## config.mk

```make
export PLATFORM = sky130hd
export DESIGN_NAME = decimal_number_text_scanner_flat
export DESIGN_NICKNAME = d
export VERILOG_FILES = /design/src/hdl/dnts_pkg.sv /design/src/hdl/char_stream_if.sv /design/src/hdl/number_stream_if.sv /design/src/hdl/dnts_scan.sv /design/src/hdl/dnts_final.sv /design/src/hdl/decimal_number_text_scanner.sv /design/src/flat_wrapper.sv
export SDC_FILE = /design/constraint.sdc
export NUM_CORES = 1
export LEC_CHECK = 0
export BUFFER_PORTS_ARGS = -buffer_cell sky130_fd_sc_hd__buf_2
export CAP_MARGIN = 10
export CORE_UTILIZATION = 45
export DETAILED_ROUTE_END_ITERATION = 16
export HOLD_SLACK_MARGIN = 0.12
export PLACE_DENSITY = 0.68
export SLEW_MARGIN = 25
export SYNTH_ARGS = -nofsm -noshare
export SYNTH_HDL_FRONTEND = slang
export SYNTH_SLANG_ARGS = --single-unit
```

## constraint.sdc

```tcl
create_clock -name clk -period 9.5 [get_ports clk]
set_input_delay 1.9 -clock clk [delete_from_list [all_inputs] [get_ports clk]]
set_output_delay 1.9 -clock clk [all_outputs]
set_load 0.005 [all_outputs]
```

## src/hdl/dnts_pkg.sv

```systemverilog
// Package for the decimal number text scanner.
// Character codes, scan phases, status codes, register indexes and reset values.
// Depends on nothing; every other file but char_stream_if imports it.
`default_nettype none

package dnts_pkg;

  localparam int EXP_WIDTH_DEF = 32;
  localparam int EXP_OUT_W     = 32;
  localparam int MANT_W        = 60;
  localparam int SIG_W         = 5;
  localparam int UFL_W         = 10;
  localparam int OFL_W         = 9;
  localparam int CFG_DATA_W    = 10;
  localparam int CFG_IDX_W     = 2;

  localparam logic [SIG_W-1:0] MAX_DIGITS = 5'd18;

  localparam logic [SIG_W-1:0]        SIG_DIGITS_RST      = 5'd18;
  localparam logic signed [UFL_W-1:0] UNDERFLOW_LIMIT_RST = -10'sd328;
  localparam logic [OFL_W-1:0]        OVERFLOW_LIMIT_RST  = 9'd309;

  localparam logic [CFG_IDX_W-1:0] REG_SIG_DIGITS      = 2'd0;
  localparam logic [CFG_IDX_W-1:0] REG_UNDERFLOW_LIMIT = 2'd1;
  localparam logic [CFG_IDX_W-1:0] REG_OVERFLOW_LIMIT  = 2'd2;

  localparam logic [7:0] CH_TAB   = 8'h09;
  localparam logic [7:0] CH_CR    = 8'h0D;
  localparam logic [7:0] CH_SPACE = 8'h20;
  localparam logic [7:0] CH_PLUS  = 8'h2B;
  localparam logic [7:0] CH_MINUS = 8'h2D;
  localparam logic [7:0] CH_DOT   = 8'h2E;
  localparam logic [7:0] CH_ZERO  = 8'h30;
  localparam logic [7:0] CH_NINE  = 8'h39;
  localparam logic [7:0] CH_E_UP  = 8'h45;
  localparam logic [7:0] CH_E_LO  = 8'h65;

  typedef enum logic [3:0] {
    PH_SPACE,
    PH_SIGN,
    PH_LEADZ,
    PH_FRACZ,
    PH_INT,
    PH_FRAC,
    PH_ESIGN,
    PH_EZERO,
    PH_EDIG,
    PH_STOP
  } phase_t;

  typedef enum logic [2:0] {
    ST_OK,
    ST_PLUS_ZERO,
    ST_MINUS_ZERO,
    ST_PLUS_INF,
    ST_MINUS_INF
  } status_t;

endpackage

`default_nettype wire

```

## src/hdl/char_stream_if.sv

```systemverilog
// Character request channel: one text byte and an end-of-text mark.
// Uses no package items.
`default_nettype none

interface char_stream_if;
  logic       valid;
  logic       ready;
  logic [7:0] ch;
  logic       last;

  modport source (output valid, output ch, output last, input ready);
  modport sink   (input valid, input ch, input last, output ready);
endinterface

`default_nettype wire

```

## src/hdl/number_stream_if.sv

```systemverilog
// Result request channel: sign, mantissa, decimal exponent and status.
// Mantissa and exponent widths come from dnts_pkg.
`default_nettype none

interface number_stream_if;
  import dnts_pkg::*;
  logic                        valid;
  logic                        ready;
  logic                        negative;
  logic [MANT_W-1:0]           mantissa;
  logic signed [EXP_OUT_W-1:0] exponent;
  logic [2:0]                  status;

  modport source (output valid, output negative, output mantissa, output exponent,
                  output status, input ready);
  modport sink   (input valid, input negative, input mantissa, input exponent,
                  input status, output ready);
endinterface

`default_nettype wire

```

## src/hdl/dnts_scan.sv

```systemverilog
// Character scanner: input register, scan phase and accumulators, one character a cycle
// unless a final byte waits. Hands each scan to dnts_final; uses dnts_pkg, char_stream_if.
`default_nettype none

module dnts_scan import dnts_pkg::*; #(
  parameter int EXP_WIDTH = EXP_WIDTH_DEF
) (
  input  wire logic                        clk,
  input  wire logic                        rst,
  char_stream_if.sink                      text,
  input  wire logic [SIG_W-1:0]            sig_digits,
  output logic                             snap_valid,
  input  wire logic                        snap_ready,
  output logic                             snap_negative,
  output logic [MANT_W-1:0]                snap_mantissa,
  output logic signed [EXP_WIDTH-1:0]      snap_dec_exp,
  output logic                             snap_exp_negative,
  output logic [EXP_WIDTH-2:0]             snap_exp_acc
);

  localparam logic signed [EXP_WIDTH-1:0] DEXP_MAX = {1'b0, {(EXP_WIDTH-1){1'b1}}};
  localparam logic signed [EXP_WIDTH-1:0] DEXP_MIN =
    {1'b1, {(EXP_WIDTH-2){1'b0}}, 1'b1};
  localparam logic signed [EXP_WIDTH-1:0] DEXP_ONE = {{(EXP_WIDTH-1){1'b0}}, 1'b1};
  localparam logic [EXP_WIDTH-2:0] EACC_MAX = '1;
  localparam int EP_W = EXP_WIDTH + 3;

  logic       in_valid;
  logic [7:0] in_ch;
  logic       in_last;
  logic       go;

  phase_t                      phase, phase_next;
  logic                        sign_flag, sign_flag_next;
  logic [MANT_W-1:0]           mant_acc, mant_acc_next;
  logic [SIG_W-1:0]            digit_count, digit_count_next;
  logic signed [EXP_WIDTH-1:0] dec_exp, dec_exp_next;
  logic                        exp_negative, exp_negative_next;
  logic [EXP_WIDTH-2:0]        exp_acc, exp_acc_next;

  logic              is_ws, is_dig, is_zero, is_dot, is_plus, is_minus, is_e;
  logic [3:0]        dval;
  logic [SIG_W-1:0]  kept_limit;
  logic              take;
  logic [MANT_W-1:0] mant_mul;
  logic [EP_W-1:0]   eacc_ext, eacc_mul;
  logic signed [EXP_WIDTH-1:0] dexp_inc, dexp_dec;
  phase_t            p;

  assign go         = in_valid && (!in_last || !snap_valid || snap_ready);
  assign text.ready = !in_valid || go;

  always_ff @(posedge clk) begin
    if (rst) begin
      in_valid <= 1'b0;
    end else if (text.ready) begin
      in_valid <= text.valid;
    end
    if (text.valid && text.ready) begin
      in_ch   <= text.ch;
      in_last <= text.last;
    end
  end

  assign is_ws    = (in_ch >= CH_TAB && in_ch <= CH_CR) || in_ch == CH_SPACE;
  assign is_dig   = in_ch >= CH_ZERO && in_ch <= CH_NINE;
  assign is_zero  = in_ch == CH_ZERO;
  assign is_dot   = in_ch == CH_DOT;
  assign is_plus  = in_ch == CH_PLUS;
  assign is_minus = in_ch == CH_MINUS;
  assign is_e     = in_ch == CH_E_UP || in_ch == CH_E_LO;
  assign dval     = in_ch[3:0];

  assign kept_limit = (sig_digits > MAX_DIGITS) ? MAX_DIGITS : sig_digits;
  assign take       = digit_count < kept_limit;

  assign mant_mul = {mant_acc[MANT_W-4:0], 3'b000} + {mant_acc[MANT_W-2:0], 1'b0}
                    + MANT_W'(dval);
  assign eacc_ext = EP_W'(exp_acc);
  assign eacc_mul = (eacc_ext << 3) + (eacc_ext << 1) + EP_W'(dval);
  assign dexp_inc = (dec_exp == DEXP_MAX) ? DEXP_MAX : dec_exp + DEXP_ONE;
  assign dexp_dec = (dec_exp == DEXP_MIN) ? DEXP_MIN : dec_exp - DEXP_ONE;

  // phases that pass the character on without using it
  always_comb begin
    p = phase;
    if (p == PH_SPACE && !is_ws) p = PH_SIGN;
    if (p == PH_SIGN && !is_plus && !is_minus) p = (is_dig || is_dot) ? PH_LEADZ : PH_STOP;
    if (p == PH_LEADZ && !is_zero && !is_dot) p = PH_INT;
    if (p == PH_INT && !is_dig && !is_dot) p = PH_FRAC;
    if (p == PH_FRACZ && !is_zero) p = PH_FRAC;
    if (p == PH_FRAC && !is_dig && !is_e) p = PH_STOP;
    if (p == PH_ESIGN && !is_plus && !is_minus) p = PH_EZERO;
    if (p == PH_EZERO && !is_zero) p = PH_EDIG;
    if (p == PH_EDIG && !is_dig) p = PH_STOP;
  end

  always_comb begin
    phase_next        = p;
    sign_flag_next    = sign_flag;
    mant_acc_next     = mant_acc;
    digit_count_next  = digit_count;
    dec_exp_next      = dec_exp;
    exp_negative_next = exp_negative;
    exp_acc_next      = exp_acc;
    unique case (p)
      PH_SIGN: begin
        phase_next = PH_LEADZ;
        if (is_minus) sign_flag_next = 1'b1;
      end
      PH_LEADZ: begin
        if (is_dot) phase_next = PH_FRACZ;
      end
      PH_INT: begin
        if (is_dig) begin
          if (take) begin
            mant_acc_next    = mant_mul;
            digit_count_next = digit_count + 1'b1;
          end else begin
            dec_exp_next = dexp_inc;
          end
        end else begin
          phase_next = PH_FRAC;
        end
      end
      PH_FRACZ: begin
        dec_exp_next = dexp_dec;
      end
      PH_FRAC: begin
        if (is_dig) begin
          if (take) begin
            mant_acc_next    = mant_mul;
            digit_count_next = digit_count + 1'b1;
            dec_exp_next     = dexp_dec;
          end
        end else begin
          phase_next = PH_ESIGN;
        end
      end
      PH_ESIGN: begin
        phase_next = PH_EZERO;
        if (is_minus) exp_negative_next = 1'b1;
      end
      PH_EDIG: begin
        exp_acc_next = (eacc_mul > EP_W'(EACC_MAX)) ? EACC_MAX : eacc_mul[EXP_WIDTH-2:0];
      end
      default: begin
      end
    endcase
  end

  always_ff @(posedge clk) begin
    if (rst) begin
      phase        <= PH_SPACE;
      sign_flag    <= 1'b0;
      mant_acc     <= '0;
      digit_count  <= '0;
      dec_exp      <= '0;
      exp_negative <= 1'b0;
      exp_acc      <= '0;
      snap_valid   <= 1'b0;
    end else begin
      snap_valid <= (go && in_last) || (snap_valid && !snap_ready);
      if (go) begin
        if (in_last) begin
          phase        <= PH_SPACE;
          sign_flag    <= 1'b0;
          mant_acc     <= '0;
          digit_count  <= '0;
          dec_exp      <= '0;
          exp_negative <= 1'b0;
          exp_acc      <= '0;
        end else begin
          phase        <= phase_next;
          sign_flag    <= sign_flag_next;
          mant_acc     <= mant_acc_next;
          digit_count  <= digit_count_next;
          dec_exp      <= dec_exp_next;
          exp_negative <= exp_negative_next;
          exp_acc      <= exp_acc_next;
        end
      end
    end
  end

  always_ff @(posedge clk) begin
    if (go && in_last) begin
      snap_negative     <= sign_flag_next;
      snap_mantissa     <= mant_acc_next;
      snap_dec_exp      <= dec_exp_next;
      snap_exp_negative <= exp_negative_next;
      snap_exp_acc      <= exp_acc_next;
    end
  end

endmodule

`default_nettype wire

```

## src/hdl/dnts_final.sv

```systemverilog
// Finishing stage: combines the decimal exponents, saturates, classifies, registers the result.
// Uses dnts_pkg and number_stream_if.
`default_nettype none

module dnts_final import dnts_pkg::*; #(
  parameter int EXP_WIDTH = EXP_WIDTH_DEF
) (
  input  wire logic                           clk,
  input  wire logic                           rst,
  input  wire logic                           snap_valid,
  output logic                                snap_ready,
  input  wire logic                           snap_negative,
  input  wire logic [MANT_W-1:0]              snap_mantissa,
  input  wire logic signed [EXP_WIDTH-1:0]    snap_dec_exp,
  input  wire logic                           snap_exp_negative,
  input  wire logic [EXP_WIDTH-2:0]           snap_exp_acc,
  input  wire logic signed [UFL_W-1:0]        underflow_limit,
  input  wire logic [OFL_W-1:0]               overflow_limit,
  number_stream_if.source                     number
);

  localparam logic signed [EXP_WIDTH:0] SUM_MAX = {2'b00, {(EXP_WIDTH-1){1'b1}}};
  localparam logic signed [EXP_WIDTH:0] SUM_MIN = {2'b11, {(EXP_WIDTH-2){1'b0}}, 1'b1};

  logic                        take;
  logic signed [EXP_WIDTH:0]   dexp_ext, eacc_ext, sum, uf_ext, of_ext;
  logic signed [EXP_WIDTH-1:0] e_sat;
  logic                        is_zero, is_inf;
  status_t                     status_next;

  assign snap_ready = !number.valid || number.ready;
  assign take       = snap_valid && snap_ready;

  assign dexp_ext = {snap_dec_exp[EXP_WIDTH-1], snap_dec_exp};
  assign eacc_ext = {2'b00, snap_exp_acc};
  assign sum      = snap_exp_negative ? dexp_ext - eacc_ext : dexp_ext + eacc_ext;
  assign uf_ext   = (EXP_WIDTH+1)'(underflow_limit);
  assign of_ext   = {{(EXP_WIDTH+1-OFL_W){1'b0}}, overflow_limit};

  // limits are far inside the saturation range, so compare before saturating
  assign e_sat   = (sum > SUM_MAX) ? SUM_MAX[EXP_WIDTH-1:0] :
                   (sum < SUM_MIN) ? SUM_MIN[EXP_WIDTH-1:0] : sum[EXP_WIDTH-1:0];
  assign is_zero = (snap_mantissa == '0) || (sum < uf_ext);
  assign is_inf  = sum > of_ext;

  always_comb begin
    if (is_zero) begin
      status_next = snap_negative ? ST_MINUS_ZERO : ST_PLUS_ZERO;
    end else if (is_inf) begin
      status_next = snap_negative ? ST_MINUS_INF : ST_PLUS_INF;
    end else begin
      status_next = ST_OK;
    end
  end

  always_ff @(posedge clk) begin
    if (rst) begin
      number.valid <= 1'b0;
    end else if (snap_ready) begin
      number.valid <= snap_valid;
    end
    if (take) begin
      number.negative <= snap_negative;
      number.mantissa <= snap_mantissa;
      number.exponent <= EXP_OUT_W'(e_sat);
      number.status   <= status_next;
    end
  end

endmodule

`default_nettype wire

```

## src/hdl/decimal_number_text_scanner.sv

```systemverilog
// Decimal number text scanner, top level: configuration registers, scanner, finishing stage.
// Uses dnts_pkg, char_stream_if, number_stream_if, dnts_scan, dnts_final.
//
// Text enters on "text", one byte per request, with last set on the final byte.
// Leading white space, sign, integer and fraction digits and an e/E exponent are
// scanned; bytes after the scan stops are dropped until last. Each last byte gives
// one request on "number": sign, kept mantissa, decimal exponent and status.
// Throughput: one character per cycle, set by the single scan stage, except that a final
// byte waits while a finished result is buffered. After acceptance, the last byte passes
// the input register, the snapshot and the output register before the result is valid.
// Configuration (cfg_en/cfg_index/cfg_data) is to be written by the user between numbers
// while idle, which the block itself does not enforce; unknown indexes are ignored.
// Reset restores sig_digits 18, underflow_limit -328, overflow_limit 309 and clears
// the scan. When "number" stalls, the result holds and one more finished result is
// buffered; non-final bytes keep flowing, and a final byte then waits in the input
// register with text.ready low.
`default_nettype none

module decimal_number_text_scanner import dnts_pkg::*; #(
  parameter int EXP_WIDTH = EXP_WIDTH_DEF
) (
  input  wire logic                  clk,
  input  wire logic                  rst,
  char_stream_if.sink                text,
  number_stream_if.source            number,
  input  wire logic                  cfg_en,
  input  wire logic [CFG_IDX_W-1:0]  cfg_index,
  input  wire logic [CFG_DATA_W-1:0] cfg_data
);

  logic [SIG_W-1:0]        sig_digits;
  logic signed [UFL_W-1:0] underflow_limit;
  logic [OFL_W-1:0]        overflow_limit;

  logic                        snap_valid, snap_ready, snap_negative, snap_exp_negative;
  logic [MANT_W-1:0]           snap_mantissa;
  logic signed [EXP_WIDTH-1:0] snap_dec_exp;
  logic [EXP_WIDTH-2:0]        snap_exp_acc;

  always_ff @(posedge clk) begin
    if (rst) begin
      sig_digits      <= SIG_DIGITS_RST;
      underflow_limit <= UNDERFLOW_LIMIT_RST;
      overflow_limit  <= OVERFLOW_LIMIT_RST;
    end else if (cfg_en) begin
      unique case (cfg_index)
        REG_SIG_DIGITS:      sig_digits      <= cfg_data[SIG_W-1:0];
        REG_UNDERFLOW_LIMIT: underflow_limit <= cfg_data[UFL_W-1:0];
        REG_OVERFLOW_LIMIT:  overflow_limit  <= cfg_data[OFL_W-1:0];
        default: begin
        end
      endcase
    end
  end

  dnts_scan #(.EXP_WIDTH(EXP_WIDTH)) u_scan (
    .clk               (clk),
    .rst               (rst),
    .text              (text),
    .sig_digits        (sig_digits),
    .snap_valid        (snap_valid),
    .snap_ready        (snap_ready),
    .snap_negative     (snap_negative),
    .snap_mantissa     (snap_mantissa),
    .snap_dec_exp      (snap_dec_exp),
    .snap_exp_negative (snap_exp_negative),
    .snap_exp_acc      (snap_exp_acc)
  );

  dnts_final #(.EXP_WIDTH(EXP_WIDTH)) u_final (
    .clk               (clk),
    .rst               (rst),
    .snap_valid        (snap_valid),
    .snap_ready        (snap_ready),
    .snap_negative     (snap_negative),
    .snap_mantissa     (snap_mantissa),
    .snap_dec_exp      (snap_dec_exp),
    .snap_exp_negative (snap_exp_negative),
    .snap_exp_acc      (snap_exp_acc),
    .underflow_limit   (underflow_limit),
    .overflow_limit    (overflow_limit),
    .number            (number)
  );

endmodule

`default_nettype wire
```

## src/flat_wrapper.sv

```systemverilog
// flat-port wrapper written by rule: the top's interface ports become plain ports
module decimal_number_text_scanner_flat import dnts_pkg::*;
#(
  parameter int EXP_WIDTH = EXP_WIDTH_DEF
)
  (clk, rst, cfg_en, cfg_index, cfg_data, text_valid, text_ch, text_last, text_ready, number_valid, number_negative, number_mantissa, number_exponent, number_status, number_ready);
  char_stream_if text_i ();
  number_stream_if number_i ();
  input  wire logic clk;
  input  wire logic rst;
  input  wire logic cfg_en;
  input  wire logic [CFG_IDX_W-1:0] cfg_index;
  input  wire logic [CFG_DATA_W-1:0] cfg_data;
  input wire logic [$bits(text_i.valid)-1:0] text_valid;
  input wire logic [$bits(text_i.ch)-1:0] text_ch;
  input wire logic [$bits(text_i.last)-1:0] text_last;
  output wire logic [$bits(text_i.ready)-1:0] text_ready;
  output wire logic [$bits(number_i.valid)-1:0] number_valid;
  output wire logic [$bits(number_i.negative)-1:0] number_negative;
  output wire logic [$bits(number_i.mantissa)-1:0] number_mantissa;
  output wire logic [$bits(number_i.exponent)-1:0] number_exponent;
  output wire logic [$bits(number_i.status)-1:0] number_status;
  input wire logic [$bits(number_i.ready)-1:0] number_ready;
  assign text_i.valid = text_valid;
  assign text_i.ch = text_ch;
  assign text_i.last = text_last;
  assign text_ready = text_i.ready;
  assign number_valid = number_i.valid;
  assign number_negative = number_i.negative;
  assign number_mantissa = number_i.mantissa;
  assign number_exponent = number_i.exponent;
  assign number_status = number_i.status;
  assign number_i.ready = number_ready;
  decimal_number_text_scanner #(.EXP_WIDTH(EXP_WIDTH)) u_core (.clk(clk), .rst(rst), .text(text_i), .number(number_i), .cfg_en(cfg_en), .cfg_index(cfg_index), .cfg_data(cfg_data));
endmodule
```

==> out/metrics.csv, run 1 <==
stage,metric,value,unit
global_route,first-pass GRT wire length,119000,µm
layout,antenna cells,0,
yosys,Yosys warning count,0,
global_route,vias in the first global route,21968,
clocking,clk_lat worst skew,0.59,ns
worst_setup_path,Crit path required time,9.81,ns
layout,Nets,3250,
worst_setup_path,WS Path Type,reg -> reg,
routing,drt drc,0,
sta,unrepaired setup endpoints after global routing,false,
pwr,"Power, Total",4.07,mW
die,initial core utilization,45.5,%
worst_setup_path,CP Launch Type,register,
yosys,#FFs+latches synth,391,
layout,fill count,5320,
die,core area,57700,µm²
flow_run,# Max-Cap Violations,0,
placement,DPL Wire Length,54500,µm
yosys,synth top area cells,"edfxtp_1 (26%), dfxtp_1 (12%), ha_1 (12%)",
hold_path,Worst Hold Class,reg -> reg,
routing,Routed WL,74900,µm
sta,Final period util,74.8,%
die,Core Rows,88,
clocking,"Clk pin slew, worst setup/hold paths",0.06,ns
routing,post-DR vias/cell,6.08,
sta,Finish-stage setup viols,0,
sta,"Hold Violations, Final",0,
status,status,"finished, final reports clean",
yosys,Yosys top cell area share,26.3,%
layout,Seq. cell area,10100,µm²
sta,hold_ws,0.455,ns
global_route,GRT overflow,0,
sta,TNS Setup,0,ns
global_route,initial antenna violation count,2,
pwr,leakage,12.3,nW
layout,fraction of layout cells with a size suffix above 1,9.44,%
sta,final slew viol count,0,
yosys,Cells after Synth,2903,
yosys,synth unique cells,93,
pwr,maximum VDD drop,104,µV
clocking,PostCTS Resize Cnt,0,
yosys,async set-reset flop share out of synthesis,0,%
die,die area,59400,µm²
global_route,all-layer global routing usage,24.6,%
yosys,Post-Syn Area,26300,µm²
yosys,syn_area_per_cell,9.05,µm²
clocking,CTS Hold Bufs,0,
sta,maximum clock rate,141,MHz
sta,worst-margin pin slew,1.04,ns
clocking,Clock Sinks,391,
layout,area occupied by multi-input gates,15400,µm²
placement,Final GP Congestion,0.946,
global_route,largest net degree at the start of global routing,86,
layout,"commonest non-fill, non-tap cell in the layout",nor2_1,
yosys,syn_nets,3191,
routing,Pre-antenna DRT Iters,7,
layout,most frequent cells in the layout,"nor2_1 (319), nand2_1 (271), ha_1 (257)",
placement,PortBufs,123,
sta,fin crit period,7.11,ns
yosys,"EDFF count, synth",230,
worst_setup_path,Crit path arrival time,7.42,ns
worst_setup_path,Worst Path Max Fanout,12,
pwr,PwrDens,140,nW/µm²
routing,Routed Antenna Nets,0,
die,# IOs,124,
yosys,cell taking the most area after synthesis,edfxtp_1,
layout,Area Growth Syn to Fin,10.4,%
yosys,sequential share of the synthesized area,38.5,%
clocking,CTS tree,built,
die,die height,244,µm
clocking,Root Driver,clkbuf_16,
sta,Clock Skews,0.0263,ns
clocking,htree depth,2,
yosys,top_reg_cell synth,edfxtp_1,
worst_setup_path,Crit. End Element,register,
clocking,post-CTS setup buffer count,0,
routing,initial DRC count,2073,
clocking,Clock Tree Buf Depth,3,
die,Die Wd,244,µm
routing,vias,22879,
clocking,Num CTS Buffers,44,
routing,DR WL/cell,19.9,µm
sta,Rel. slew slack,30.1,%
## metrics by stage
stage	utilization, %	cells	setup slack [ns]	area (µm²)
2_1_floorplan	-	2903	2.70	26300
6_report	50.3	3763	2.39	29000
3_5_place_dp	47.8	3680	2.40	27600
5_1_grt	50.3	3763	1.66	29000
4_1_cts	50.2	3762	2.42	29000
3_3_place_gp	47.8	3680	2.69	27600
## cell families after synthesis
group / Yosys count / share of synthesized area [%]
AOI/OAI and AO/OA: 868 / 21.7
xor gates and xnor gates: 157 / 5.23
adders and majority gates: 268 / 12.8
buffers and inverters: 219 / 3.22
DFF: 391 / 38.5
muxes: 18 / 0.748
and+or+nand+nor: 982 / 17.7
## area by class of cell
class                   instances  share of cell area [%]
well taps                     765                    3.30
inverters                      81                    1.05
repair buffers                151                    2.92
clock buffers                  56                    4.09
clock inverters                26                   0.729
multi-input cells            2293                    53.0
flip-flops and latches        391                    34.9
## routing by layer
layer | vias up | global-route usage [%] | wire, µm
met2 | 803 | 41.4 | 35700
li1 | 10935 | - | -
met5 | - | 0 | 11
met4 | 2 | 8.97 | 2600
met1 | 10990 | 32.3 | 32100
met3 | 149 | 3.33 | 4520
## synth_stat cells (all sizes together) (9+ instances only)
master    n
nand3b   15
xor2     50
a21o     77
nor3b     9
mux2     13
ha      257
o21ai   227
o21a     25
xnor2   107
a21oi   203
and3     17
dfxtp   161
nand2   272
nand2b   37
a211oi   19
nor4     32
inv      81
or4      15
a31oi    24
nor2    325
clkbuf  116
o221ai   11
o31a      9
a22o     44
buf      22
o311ai   13
a221oi   14
or2      14
nor2b    30
a211o    15
and2     13
edfxtp  230
or3      23
o31ai    22
nand4    38
nor3     55
o21bai   17
nand3    64
a22oi    49
o211ai   22
## critical path, cell delays in order (launching register included)
cell	delay [ns]
edfxtp_1	0.43
or4_1	0.57
or4_1	0.47
nor2_1	0.18
nand3b_1	0.11
nor2_1	0.22
and2_1	0.25
nor2_1	0.07
xnor2_1	0.17
ha_1	0.34
and3_1	0.22
a221oi_1	0.69
o21a_1	0.26
nor2_1	0.07
nor2_1	0.20
a221oi_1	0.14
xnor2_1	0.74
inv_1	0.11
ha_1	0.36
nand4_1	0.15
nor3_1	0.29
a21oi_1	0.11
a221oi_1	0.46
nand2b_1	0.16
o21ai_0	0.07
## state kept, by name, indices dropped and copies added (netlist names), 8 cells and up
| register | count |
|---|---|
| u_core.u_scan.dec_exp | 32 |
| u_core.u_final.number.mantissa | 60 |
| u_core.overflow_limit | 9 |
| u_core.underflow_limit | 10 |
| u_core.u_scan.exp_acc | 31 |
| u_core.u_scan.in_ch | 8 |
| u_core.u_scan.snap_mantissa | 60 |
| u_core.u_final.number.exponent | 32 |
| u_core.u_scan.snap_exp_acc | 31 |
| u_core.u_scan.mant_acc | 60 |
| u_core.u_scan.snap_dec_exp | 32 |
## where the power goes
| part | switching (mW) | leakage, nW | internal, mW | total, mW |
|---|---|---|---|---|
| Clock | 0.723 | 0.691 | 0.948 | 1.67 |
| Sequential | 0.0280 | 3.56 | 1.83 | 1.86 |
| Combinational | 0.347 | 8.04 | 0.190 | 0.537 |
| Total | 1.10 | 12.3 | 2.97 | 4.07 |
## path summary, 6_finish.rpt
kind / from / to / slack, ns / depth (start not counted)
max: u_core.u_scan.snap_exp_acc[5]$_DFFE_PP_ / u_core.u_final.number.status[1]$_DFFE_PP_ / 2.39 / 24
min: u_core.underflow_limit[6]$_SDFFE_PP0P_ / u_core.underflow_limit[6]$_SDFFE_PP0P_ / 0.45 / 2
max reg2reg: u_core.u_scan.snap_exp_acc[5]$_DFFE_PP_ / u_core.u_final.number.status[1]$_DFFE_PP_ / 2.39 / 24
min reg2reg: u_core.underflow_limit[6]$_SDFFE_PP0P_ / u_core.underflow_limit[6]$_SDFFE_PP0P_ / 0.45 / 2
Note: power is estimated with default switching activity, not from simulation.
==> run 2, diff against run 1 <==
Clock period 9.5 ns to 7.3 ns, I/O delays scaled along.
==> run 2 against run 1 <==
Register-to-register slack got worse by 1.7 ns. Setup slack worse by 1.7 ns. First-iteration DRC count barely moved. Maximum frequency rose by 7.2%. Final cell count about the same. Sequential power rose by 30%. Worst hold slack worse by 0.0065 ns. Power increased by 35%. Sequential share of layout area down 0.17 points. Die area stayed put. Clock-buffer cell count rose by 1. Critical endpoint unchanged.
==> out/metrics.csv, run 2 (synthesized netlist as in run 1, its figures left out) <==
stage,metric,value,unit,change
pwr,switch share,26.4,%,was 27.0%
pwr,maximum VDD drop,163,µV,was 104 µV
pwr,leakage,12.4,nW,was 12.3 nW
worst_setup_path,CP Launch Type,register,,unchanged
die,core area,57700,µm²,unchanged
routing,Routed WL,75700,µm,was 74900 µm
clocking,Root Driver,clkbuf_16,,unchanged
worst_setup_path,slowest CP cell,a221oi_1,,was xnor2_1
global_route,all-layer global routing usage,24.7,%,was 24.6%
sta,TNS Setup,0,ns,unchanged
sta,Rel. slew slack,29.4,%,was 30.1%
clocking,Clock Sinks,391,,unchanged
status,status,"finished, final reports clean",,unchanged
placement,DPL Wire Length,55300,µm,was 54500 µm
sta,Clock Skews,0.0399,ns,was 0.0263 ns
placement,placed insts,3683,,was 3680
clocking,PostCTS Resize Cnt,0,,unchanged
pwr,Gate power share,13.0,%,was 13.2%
sta,final slew viol count,0,,unchanged
hold_path,Worst Hold Class,reg -> reg,,unchanged
global_route,largest net degree at the start of global routing,87,,was 86
worst_setup_path,Worst Path Max Fanout,12,,unchanged
pwr,Flop pwr share,44.1,%,was 45.7%
sta,unrepaired setup endpoints after global routing,false,,unchanged
clocking,"Clk pin slew, worst setup/hold paths",0.06,ns,about the same
worst_setup_path,Critical Path Most Common Cell,nor2_1,,unchanged
routing,initial DRC count,2074,,was 2073
pwr,PwrDens,188,nW/µm²,was 140 nW/µm²
die,Die Wd,244,µm,unchanged
die,die height,244,µm,unchanged
routing,post-DR vias/cell,6.07,,was 6.08
clocking,Clock Tree Buf Depth,3,,unchanged
worst_setup_path,Crit path required time,7.60,ns,was 9.81 ns
layout,"commonest non-fill, non-tap cell in the layout",nor2_1,,unchanged
worst_setup_path,Crit. End Element,register,,unchanged
placement,pre-CTS setup slack,0.763,ns,was 2.40 ns
sta,maximum clock rate,151,MHz,was 141 MHz
routing,Pre-antenna DRT Iters,6,,was 7
worst_setup_path,"Largest delay share family, worst path",simple AND/OR/NAND/NOR gates,,unchanged
global_route,GRT overflow,0,,unchanged
clocking,CTS tree,built,,unchanged
layout,largest registers,"u_core.u_final.number.mantissa: 60 flops, u_core.u_scan.mant_acc: 60 flops, u_core.u_scan.snap_mantissa: 60 flops",,unchanged
layout,Nets,3253,,was 3250
sta,Final period util,90.8,%,was 74.8%
clocking,htree depth,2,,unchanged
pwr,internal power,4.04,mW,was 2.97 mW
layout,most frequent cells in the layout,"nor2_1 (319), nand2_1 (271), ha_1 (257)",,unchanged
flow_run,# Max-Cap Violations,0,,unchanged
routing,DR WL/cell,20.1,µm,was 19.9 µm
clocking,Num CTS Buffers,43,,was 44
die,initial core utilization,45.5,%,unchanged
die,# IOs,124,,unchanged
layout,fin cells,3765,,was 3763
worst_setup_path,WS Path Type,reg -> reg,,unchanged
clocking,clk_lat worst skew,0.61,ns,was 0.59 ns
routing,vias,22840,,was 22879
pwr,clock group share of total power,42.9,%,was 41.1%
layout,Area Growth Syn to Fin,10.9,%,was 10.4%
layout,antenna cells,0,,unchanged
clocking,CTS Hold Bufs,0,,unchanged
global_route,vias in the first global route,21649,,was 21968
worst_setup_path,"Largest stage delay, worst path",0.69,ns,was 0.74 ns
global_route,first-pass GRT wire length,118000,µm,was 119000 µm
sta,Finish-stage setup viols,0,,unchanged
pwr,switching pwr,1.45,mW,was 1.10 mW
sta,"Hold Violations, Final",0,,unchanged
worst_setup_path,Crit path arrival time,6.93,ns,was 7.42 ns
layout,fraction of layout cells with a size suffix above 1,9.43,%,was 9.44%
die,Core Rows,88,,unchanged
routing,drt drc,0,,unchanged
clocking,post-CTS setup buffer count,0,,unchanged
die,die area,59400,µm²,unchanged
routing,Routed Antenna Nets,0,,unchanged
placement,PortBufs,123,,unchanged
global_route,initial antenna violation count,0,,was 2
worst_setup_path,WP buf/inv,2,,was 1
sta,min setup slack post-route,0.670,ns,was 2.39 ns
sta,fin crit period,6.63,ns,was 7.11 ns
sta,worst-margin pin slew,1.06,ns,was 1.04 ns
placement,Final GP Congestion,0.944,,was 0.946
## run 2: final timing paths
path	from	to	slack (ns)	cells past startpoint
max	u_core.u_scan.snap_exp_acc[5]$_DFFE_PP_	u_core.u_final.number.status[1]$_DFFE_PP_	0.67	25
min	u_core.u_scan.snap_mantissa[25]$_DFFE_PP_	u_core.u_final.number.mantissa[25]$_DFFE_PP_	0.45	0
max reg2reg	u_core.u_scan.snap_exp_acc[5]$_DFFE_PP_	u_core.u_final.number.status[1]$_DFFE_PP_	0.67	25
min reg2reg	u_core.u_scan.snap_mantissa[25]$_DFFE_PP_	u_core.u_final.number.mantissa[25]$_DFFE_PP_	0.45	0
## run 2: metrics by stage
step / hold slack, ns / power (mW) / cell area, µm² / utilization [%]
after global placement: 0.438 / 3.15 / 27600 / 47.8
after detailed placement: 0.434 / 3.17 / 27600 / 47.8
after floorplan: 0.417 / 2.96 / 26300 / -
after global routing: 0.457 / 5.68 / 29200 / 50.5
after CTS: 0.448 / 5.52 / 29100 / 50.5
final: 0.448 / 5.49 / 29200 / 50.5
## run 2: layout make-up
class / instances / area [µm²]
fillers: 5315 / 28500
multi-input cells: 2293 / 15400
flip-flops and latches: 391 / 10100
clock buffers: 57 / 1180
well taps: 765 / 957
repair buffers: 155 / 880
clock inverters: 23 / 333
inverters: 81 / 304
## run 2: metal layers
| layer | track usage, % | vias to the layer above | part of all wire, % |
|---|---|---|---|
| met3 | 3.68 | 178 | 6.4 |
| met4 | 9.80 | 0 | 3.8 |
| met2 | 41.9 | 809 | 48 |
| li1 | - | 10939 | - |
| met1 | 31.5 | 10914 | 42 |
| met5 | 0 | - | 0 |
## run 2: power groups by stage
| stage | logic [mW] | clock network [mW] | registers [mW] |
|---|---|---|---|
| global placement | 0.683 | 0 | 2.47 |
| finish | 0.714 | 2.36 | 2.42 |
| floorplan | 0.499 | 0 | 2.46 |
| detailed placement | 0.703 | 0 | 2.47 |
| global route | 0.785 | 2.47 | 2.42 |
| CTS | 0.707 | 2.39 | 2.42 |
